## src/sv/arcpip_pkg.sv

```systemverilog
// Package for the arc/line contour point-inside block.
// Sequencer states, product indexes and the shared multiply-accumulate
// control and status types. No dependencies.
`timescale 1ns / 1ps

package arcpip_pkg;

    typedef enum logic [1:0] {
        ST_IDLE,
        ST_LOAD,
        ST_WAIT,
        ST_DECIDE
    } arcpip_state_t;

    // product index inside one edge transaction
    localparam logic [1:0] PROD_FIRST     = 2'd0;
    localparam logic [1:0] PROD_SQ_DIFF   = 2'd1;  // arc: r*r - dx*dx done after this one
    localparam logic [1:0] PROD_LINE_LAST = 2'd1;
    localparam logic [1:0] PROD_ARC_LAST  = 2'd2;

    typedef struct packed {
        logic clear;     // zero the accumulator
        logic load;      // take operands, start a product
        logic subtract;  // subtract the product instead of adding it
    } arcpip_mac_ctrl_t;

    typedef struct packed {
        logic busy;
        logic acc_neg;
        logic acc_pos;
    } arcpip_mac_stat_t;

endpackage

```

## src/sv/arcpip_mac.sv

```systemverilog
// Shared signed multiply-accumulate unit: one product in four limb steps.
// Each limb product is registered before it is added to the accumulator.
// Depends on arcpip_pkg.
`timescale 1ns / 1ps

module arcpip_mac #(
    parameter int OP_BITS  = 33,
    parameter int ACC_BITS = 67
) (
    input  logic                           aclk,
    input  logic                           aresetn,
    input  arcpip_pkg::arcpip_mac_ctrl_t   ctrl,
    input  logic signed [OP_BITS-1:0]      op_a,
    input  logic signed [OP_BITS-1:0]      op_b,
    output arcpip_pkg::arcpip_mac_stat_t   stat
);
    import arcpip_pkg::*;

    localparam int H = (OP_BITS + 1) / 2;

    logic [OP_BITS-1:0]  ua_reg, ub_reg;
    logic                neg_reg;
    logic [1:0]          cnt_reg;
    logic                issue_reg;
    logic                pp_vld_reg;
    logic [2*H-1:0]      pp_reg;
    logic [1:0]          sh_reg;
    logic [ACC_BITS-1:0] acc_reg;

    logic [OP_BITS-1:0]  mag_a, mag_b;
    logic [H-1:0]        la, lb;
    logic [ACC_BITS-1:0] addend, term;

    assign mag_a = op_a[OP_BITS-1] ? (~op_a + OP_BITS'(1)) : op_a;
    assign mag_b = op_b[OP_BITS-1] ? (~op_b + OP_BITS'(1)) : op_b;

    assign la = cnt_reg[1] ? H'(ua_reg[OP_BITS-1:H]) : ua_reg[H-1:0];
    assign lb = cnt_reg[0] ? H'(ub_reg[OP_BITS-1:H]) : ub_reg[H-1:0];

    always_comb begin
        unique case (sh_reg)
            2'd0:    addend = ACC_BITS'(pp_reg);
            2'd1:    addend = ACC_BITS'({pp_reg, {H{1'b0}}});
            default: addend = ACC_BITS'({pp_reg, {(2*H){1'b0}}});
        endcase
        term = neg_reg ? (~addend + ACC_BITS'(1)) : addend;
    end

    always_ff @(posedge aclk) begin
        if (!aresetn) begin
            issue_reg  <= 1'b0;
            pp_vld_reg <= 1'b0;
            cnt_reg    <= 2'd0;
        end else begin
            if (ctrl.load) begin
                issue_reg <= 1'b1;
                cnt_reg   <= 2'd0;
            end else if (issue_reg) begin
                cnt_reg <= cnt_reg + 2'd1;
                if (cnt_reg == 2'd3) begin
                    issue_reg <= 1'b0;
                end
            end
            pp_vld_reg <= issue_reg;
        end
    end

    always_ff @(posedge aclk) begin
        if (ctrl.load) begin
            ua_reg  <= mag_a;
            ub_reg  <= mag_b;
            neg_reg <= op_a[OP_BITS-1] ^ op_b[OP_BITS-1] ^ ctrl.subtract;
        end
        if (issue_reg) begin
            pp_reg <= la * lb;
            sh_reg <= {cnt_reg[1] & cnt_reg[0], cnt_reg[1] ^ cnt_reg[0]};
        end
        if (ctrl.clear) begin
            acc_reg <= '0;
        end else if (pp_vld_reg) begin
            acc_reg <= acc_reg + term;
        end
    end

    assign stat.busy    = issue_reg | pp_vld_reg;
    assign stat.acc_neg = acc_reg[ACC_BITS-1];
    assign stat.acc_pos = ~acc_reg[ACC_BITS-1] & (|acc_reg);

endmodule

```

## src/sv/arc_polygon_point_inside.sv

```systemverilog
// Top level: point-inside test over a contour of lines and half-circle arcs.
// Crossing parity over one edge per transaction; uses arcpip_pkg, arcpip_mac.
//
//   channel  dir  signals                     payload
//   s_axis   in   tvalid tready tdata tuser   one edge plus the query point
//                 tlast                       tlast = last edge of contour
//   m_axis   out  tvalid tready tdata         crossing parity on last edge
//
// A line edge takes 2 products, an arc edge 3: an accept, then per product
// a load, 4 limb steps, a final add and a done check on the shared limb
// multiplier, and at the end a decision.
// A pending result sits in the output register while the next edges run;
// only a last edge finding that register still full waits for m_axis_tready.
// Synchronous active-low reset clears parity, sequencer and output valid.
`timescale 1ns / 1ps

module arc_polygon_point_inside #(
    parameter int COORD_BITS = 32
) (
    input  logic                                        aclk,
    input  logic                                        aresetn,
    input  logic                                        s_axis_tvalid,
    output logic                                        s_axis_tready,
    // point_x, point_y, start_x, start_y, end_x, end_y, circle_x, circle_y,
    // circle_radius, zero fill
    input  logic [((9*COORD_BITS-1+7)/8)*8-1:0]         s_axis_tdata,
    // is_arc, counterclockwise
    input  logic [1:0]                                  s_axis_tuser,
    input  logic                                        s_axis_tlast,
    output logic                                        m_axis_tvalid,
    input  logic                                        m_axis_tready,
    // inside_res, zero fill
    output logic [7:0]                                  m_axis_tdata
);
    import arcpip_pkg::*;

    localparam int W   = COORD_BITS;
    localparam int OPW = W + 1;
    localparam int ACW = 2 * W + 3;

    arcpip_state_t state_reg, state_next;

    logic signed [W-1:0] px_reg, py_reg, sx_reg, sy_reg, ex_reg, ey_reg, cx_reg, cy_reg;
    logic [W-2:0]        r_reg;
    logic                arc_reg, ccw_reg, last_reg;
    logic [1:0]          prod_reg;
    logic                s_neg_reg;
    logic                parity_reg;
    logic                out_vld_reg;
    logic                res_reg;

    arcpip_mac_ctrl_t         mac_ctrl;
    arcpip_mac_stat_t         mac_stat;
    logic signed [OPW-1:0]    op_a, op_b;
    logic                     s_accept;
    logic [1:0]               prod_last;
    logic                     in_span, s_lt_e, e_lt_s, e_neg, upper, above, parity_new;

    function automatic logic signed [W:0] sdiff(input logic signed [W-1:0] a,
                                                input logic signed [W-1:0] b);
        sdiff = {a[W-1], a} - {b[W-1], b};
    endfunction

    assign s_accept  = s_axis_tvalid & s_axis_tready;
    assign prod_last = arc_reg ? PROD_ARC_LAST : PROD_LINE_LAST;

    // operand selection for the shared unit
    always_comb begin
        op_a = sdiff(sy_reg, py_reg);
        op_b = sdiff(ex_reg, sx_reg);
        if (arc_reg) begin
            unique case (prod_reg)
                PROD_FIRST: begin
                    op_a = {2'b00, r_reg};
                    op_b = {2'b00, r_reg};
                end
                PROD_SQ_DIFF: begin
                    op_a = sdiff(px_reg, cx_reg);
                    op_b = sdiff(px_reg, cx_reg);
                end
                default: begin
                    op_a = sdiff(py_reg, cy_reg);
                    op_b = sdiff(py_reg, cy_reg);
                end
            endcase
        end else if (prod_reg != PROD_FIRST) begin
            op_a = sdiff(px_reg, sx_reg);
            op_b = sdiff(ey_reg, sy_reg);
        end
    end

    // edge decision from the final accumulator
    assign s_lt_e  = sx_reg < ex_reg;
    assign e_lt_s  = ex_reg < sx_reg;
    assign in_span = s_lt_e ? (px_reg >= sx_reg && px_reg < ex_reg)
                            : (px_reg >= ex_reg && px_reg < sx_reg);
    assign e_neg   = py_reg < cy_reg;
    assign upper   = ccw_reg == e_lt_s;

    always_comb begin
        if (!in_span) begin
            above = 1'b0;
        end else if (!arc_reg) begin
            above = s_lt_e ? mac_stat.acc_pos : mac_stat.acc_neg;
        end else if (upper) begin
            above = e_neg | mac_stat.acc_pos;
        end else begin
            above = e_neg & (s_neg_reg | mac_stat.acc_neg);
        end
    end

    assign parity_new = parity_reg ^ above;

    // next state
    always_comb begin
        state_next = state_reg;
        unique case (state_reg)
            ST_IDLE:   if (s_accept) state_next = ST_LOAD;
            ST_LOAD:   state_next = ST_WAIT;
            ST_WAIT: begin
                if (!mac_stat.busy) begin
                    state_next = (prod_reg == prod_last) ? ST_DECIDE : ST_LOAD;
                end
            end
            ST_DECIDE: begin
                if (!last_reg || !out_vld_reg || m_axis_tready) state_next = ST_IDLE;
            end
            default:   state_next = ST_IDLE;
        endcase
    end

    // outputs
    always_comb begin
        s_axis_tready     = state_reg == ST_IDLE;
        mac_ctrl.clear    = s_accept;
        mac_ctrl.load     = state_reg == ST_LOAD;
        mac_ctrl.subtract = arc_reg & (prod_reg != PROD_FIRST);
        m_axis_tvalid     = out_vld_reg;
        m_axis_tdata      = {7'd0, res_reg};
    end

    always_ff @(posedge aclk) begin
        if (!aresetn) begin
            state_reg   <= ST_IDLE;
            parity_reg  <= 1'b0;
            out_vld_reg <= 1'b0;
            prod_reg    <= PROD_FIRST;
        end else begin
            state_reg <= state_next;
            if (s_accept) begin
                prod_reg <= PROD_FIRST;
            end else if (state_reg == ST_WAIT && !mac_stat.busy && prod_reg != prod_last) begin
                prod_reg <= prod_reg + 2'd1;
            end
            if (m_axis_tvalid && m_axis_tready) begin
                out_vld_reg <= 1'b0;
            end
            if (state_reg == ST_DECIDE && state_next == ST_IDLE) begin
                if (last_reg) begin
                    out_vld_reg <= 1'b1;
                    parity_reg  <= 1'b0;
                end else begin
                    parity_reg  <= parity_new;
                end
            end
        end
    end

    always_ff @(posedge aclk) begin
        if (s_accept) begin
            px_reg   <= s_axis_tdata[0*W +: W];
            py_reg   <= s_axis_tdata[1*W +: W];
            sx_reg   <= s_axis_tdata[2*W +: W];
            sy_reg   <= s_axis_tdata[3*W +: W];
            ex_reg   <= s_axis_tdata[4*W +: W];
            ey_reg   <= s_axis_tdata[5*W +: W];
            cx_reg   <= s_axis_tdata[6*W +: W];
            cy_reg   <= s_axis_tdata[7*W +: W];
            r_reg    <= s_axis_tdata[8*W +: W-1];
            arc_reg  <= s_axis_tuser[0];
            ccw_reg  <= s_axis_tuser[1];
            last_reg <= s_axis_tlast;
        end
        if (state_reg == ST_WAIT && !mac_stat.busy && prod_reg == PROD_SQ_DIFF) begin
            s_neg_reg <= mac_stat.acc_neg;
        end
        if (state_reg == ST_DECIDE && state_next == ST_IDLE && last_reg) begin
            res_reg <= parity_new;
        end
    end

    arcpip_mac #(
        .OP_BITS  (OPW),
        .ACC_BITS (ACW)
    ) u_mac (
        .aclk    (aclk),
        .aresetn (aresetn),
        .ctrl    (mac_ctrl),
        .op_a    (op_a),
        .op_b    (op_b),
        .stat    (mac_stat)
    );

    a_accept_loads: assert property (@(posedge aclk) disable iff (!aresetn)
        s_accept |=> state_reg == ST_LOAD)
        else $error("accepted edge did not start a product");

    a_decide_idle_unit: assert property (@(posedge aclk) disable iff (!aresetn)
        state_reg == ST_DECIDE |-> !mac_stat.busy)
        else $error("decision taken while multiplier busy");

    a_result_from_decide: assert property (@(posedge aclk) disable iff (!aresetn)
        $rose(out_vld_reg) |-> $past(state_reg == ST_DECIDE && last_reg))
        else $error("result raised outside a last-edge decision");

    a_parity_cleared: assert property (@(posedge aclk) disable iff (!aresetn)
        (state_reg == ST_DECIDE && state_next == ST_IDLE && last_reg) |=> !parity_reg)
        else $error("parity not cleared after last edge");

endmodule

```

## config.mk

```make
export PLATFORM = sky130hd
export DESIGN_NAME = arc_polygon_point_inside
export DESIGN_NICKNAME = d
export VERILOG_FILES = /design/src/sv/arcpip_pkg.sv /design/src/sv/arcpip_mac.sv /design/src/sv/arc_polygon_point_inside.sv
export SDC_FILE = /design/constraint.sdc
export NUM_CORES = 2
export LEC_CHECK = 0
export BUFFER_PORTS_ARGS = -buffer_cell sky130_fd_sc_hd__buf_4
export CAP_MARGIN = 40
export CORE_MARGIN = 3
export CORE_UTILIZATION = 60
export CTS_BUF_LIST = sky130_fd_sc_hd__clkbuf_4 sky130_fd_sc_hd__clkbuf_8
export DETAILED_ROUTE_END_ITERATION = 6
export GPL_ROUTABILITY_DRIVEN = 0
export PLACE_DENSITY_LB_ADDON = 0.12
export REMOVE_ABC_BUFFERS = 1
export SLEW_MARGIN = 20
export SYNTH_ARGS = -nofsm -noshare
export SYNTH_HDL_FRONTEND = slang
export SYNTH_SLANG_ARGS = --single-unit
```

## constraint.sdc

```tcl
create_clock -name aclk -period 14.57 [get_ports aclk]
set_input_delay 2.914 -clock aclk [delete_from_list [all_inputs] [get_ports aclk]]
set_output_delay 2.914 -clock aclk [all_outputs]
set_load 0.01 [all_outputs]
```

==> flow_summary.ini <==
[floorplanning]
placement_rows = 101
die_area_um2 = 80600
die_y_um = 284
initial_utilization_pct = 60.8
core_area_um2 = 76200
die_x_um = 284
design.portCount = 305

[yosys]
post_synth.cell_area_avg_um2 = 8.97
synthTopCellsByArea = sky130_fd_sc_hd__edfxtp_1 (26%), sky130_fd_sc_hd__ha_1 (11%), sky130_fd_sc_hd__fa_1 (10%), sky130_fd_sc_hd__inv_1 (4.5%), sky130_fd_sc_hd__a21oi_1 (3.8%)
synth_async_sr_flop_share_pct = 0
yosysTopAreaCellShare_pct = 25.6
mappedNetlistArea_um2 = 46300
syn-instance-count = 5167
yosys_register_bits = 472
yosys_warnings = 0
synth.top_cells.by_count = sky130_fd_sc_hd__inv_1 (558), sky130_fd_sc_hd__nand2_1 (444), sky130_fd_sc_hd__nor2_1 (444)
synth_edf_count = 395
synth.yosys.seq_area_share_pct = 28.9
ys_dominant_reg_cell = sky130_fd_sc_hd__edfxtp_1
synth.largest_area_cell = sky130_fd_sc_hd__edfxtp_1
post-synth-top-count-cell = sky130_fd_sc_hd__inv_1
yosys.cell_types.count = 106

[clock_network]
cts-resized-gates = 0
numCtsBuffers = 82
cts.path.max_buffers = 3
post_cts.repair.setup_buffers = 0
cts_tree = done
worst_setup_hold_path_clk_slew_ps = 60
worst_skew_pair.late_latency_ps = 730
hold_buffers = 0
cell_chosen_for_the_clock_root = sky130_fd_sc_hd__clkbuf_8
cts.sink_count = 472
cts-htree-levels = 3

[final_layout]
final_layout_size_suffix_gt1_share_pct = 10.9
design.final.nets = 6342
flip_flop_count_of_the_largest_register_all_copies_and_words_added = 67
syn2layout_area_growth_pct = 10.5
stdcell_count = 6498

[pwr]
leakage_nw = 22.6
power_density_over_cell_area_nw_per_um2 = 222
ir_worst_vdd_mv = 0.380

[global_route]
grt_start_max_net_pins = 82
grt_overflow = 0
number_of_global_route_vias_before_repair = 39900
grt_first_pass_wirelength_um = 222000
global_route.usage.total_pct = 35.4
grt_antenna_before_repair = 4

[worst_setup_path]
critPathKind = flip-flop to flip-flop
crit_slowest_cell = sky130_fd_sc_hd__mux2i_1
setup.worst_path.start_class = flip-flop
worstSetupStartpoint = u_mac.cnt_reg[1]
worst_path_bufs_invs = 5
critical_path.endpoint_type = flip-flop
cp.arrival_ps = 9100
cp_common_cell = sky130_fd_sc_hd__fa_1
crit_fanout = 35
timing.critical_path.max_delay_family = adder cells
critPathMaxStageDelay_ps = 820
timing.rr.start = u_mac.cnt_reg[1]
required_ps = 15010

[sta]
max_clock_freq_mhz = 115
slew_headroom_pct = 31.7
setup_viol = 0
layout_min_cycle_time_ps = 8660
tightest_slew_ps = 1020
worst_clock_skew_ps = 54.1
period_utilization_post_route_pct = 59.4
report.final.slew_viol_count = 0
final-hold-violation-count = 0
timing.setup.tns_ps = 0
unrepaired_setup_endpoints_after_global_routing = false

[status]
result_of_the_run = finished with violations
failed_checks = design-rule violations

[routing]
first_iter_violations = 4302
post_drt_wl_per_cell_um = 22.4
antenna_violating_nets_post_route = 0
routed_wl_um = 146000
per_cell_via_count_in_the_routed_design = 6.34
detailedRoute.firstPassIterationCount = 7
route.detailed.drc = 3
vias = 41200

[hold_path]
type_of_the_tightest_min_delay_check = flip-flop to flip-flop
min_from = u_mac.acc_reg[11]

[placement]
hpwl_um = 117000
dp.cells = 6350
io_buffer_count = 296

[flow_run]
maxCapViolCount = 0
[cells by family after synthesis]
kind of cell               share of synthesized area (%)
xor gates and xnor gates                            5.39
and+or+nand+nor                                     15.7
other                                            0.00809
DFF                                                 28.9
muxes                                               3.38
buffers and inverters                               6.31
AOI/OAI and AO/OA                                   19.3
adders and majority gates                           21.0
[cell type report]
cell class                 instances  area (um2)
antenna                            2        5.00
clock inverter                    32         255
sequential                       472       13400
timing repair buffer             356        2740
inverter                         560        2110
tap                             1030        1290
clock buffer                     109        1340
multi-input combinational       3937       30000
fill                            6204       25000
[metal layers]
| layer | GRT usage, % | up-vias | wire length [um] |
|---|---|---|---|
| met4 | 23.2 | 4 | 11300 |
| met2 | 58.9 | 2237 | 67600 |
| li1 | - | 19100 | - |
| met3 | 6.34 | 571 | 13500 |
| met5 | 0 | - | 22 |
| met1 | 42.1 | 19300 | 53400 |
[layout by cell type, fill, tap and decap left out, drive strengths merged, types with 39 or more instances in the layout]
cell / synthesis / final
nor2: 446 / 446
xnor2: 182 / 182
edfxtp: 395 / 395
dfxtp: 77 / 77
mux2i: 117 / 117
fa: 231 / 231
nand4: 64 / 64
and3: 46 / 46
o21ai: 233 / 233
nand2b: 47 / 47
inv: 558 / 562
buf: 41 / 353
nor4: 46 / 46
nor2b: 47 / 47
nor3: 98 / 98
o211ai: 44 / 44
clkbuf: 163 / 112
o21a: 59 / 59
xor2: 103 / 103
a211oi: 64 / 64
ha: 407 / 407
or3: 43 / 43
nand2: 444 / 444
nand3: 94 / 94
a21o: 128 / 128
a21oi: 351 / 351
a31oi: 70 / 70
o21bai: 39 / 39
[final timing paths]
check | to | slack, ps | depth (start not counted)
setup / recovery | u_mac.pp_reg[33] | 5910 | 26
hold / removal | u_mac.acc_reg[11] | 480 | 2
setup reg to reg | u_mac.pp_reg[33] | 5910 | 26
hold reg to reg | u_mac.acc_reg[11] | 480 | 2
[where the power goes]
group	leakage [nW]	internal, mW	switching [mW]
logic	17.4	3.34	4.60
registers	4.39	2.02	0.222
clock network	0.847	0.641	0.566
total	22.6	6.00	5.38
[worst min-delay path: cells and delay by family, from the launching register on]
kind | cells | cell delay (ps)
compound gates | 1 | 50
simple gates | 1 | 60
flops | 1 | 320
[per-stage QoR]
stage | power [mW] | hold WS (ps) | cell area [um2] | util, % | worst slack, ps
finish | 11.4 | 485 | 51200 | 67.2 | 5910
global route | 12.5 | 512 | 51200 | 67.2 | 5480
CTS | 11.3 | 488 | 51100 | 67.1 | 5990
detailed placement | 10.1 | 480 | 49500 | 65.0 | 6000
global placement | 9.84 | 470 | 49400 | 64.8 | 6010
floorplan | 8.23 | 458 | 45500 | - | 3900
Note: power is estimated with default switching activity, not from simulation.
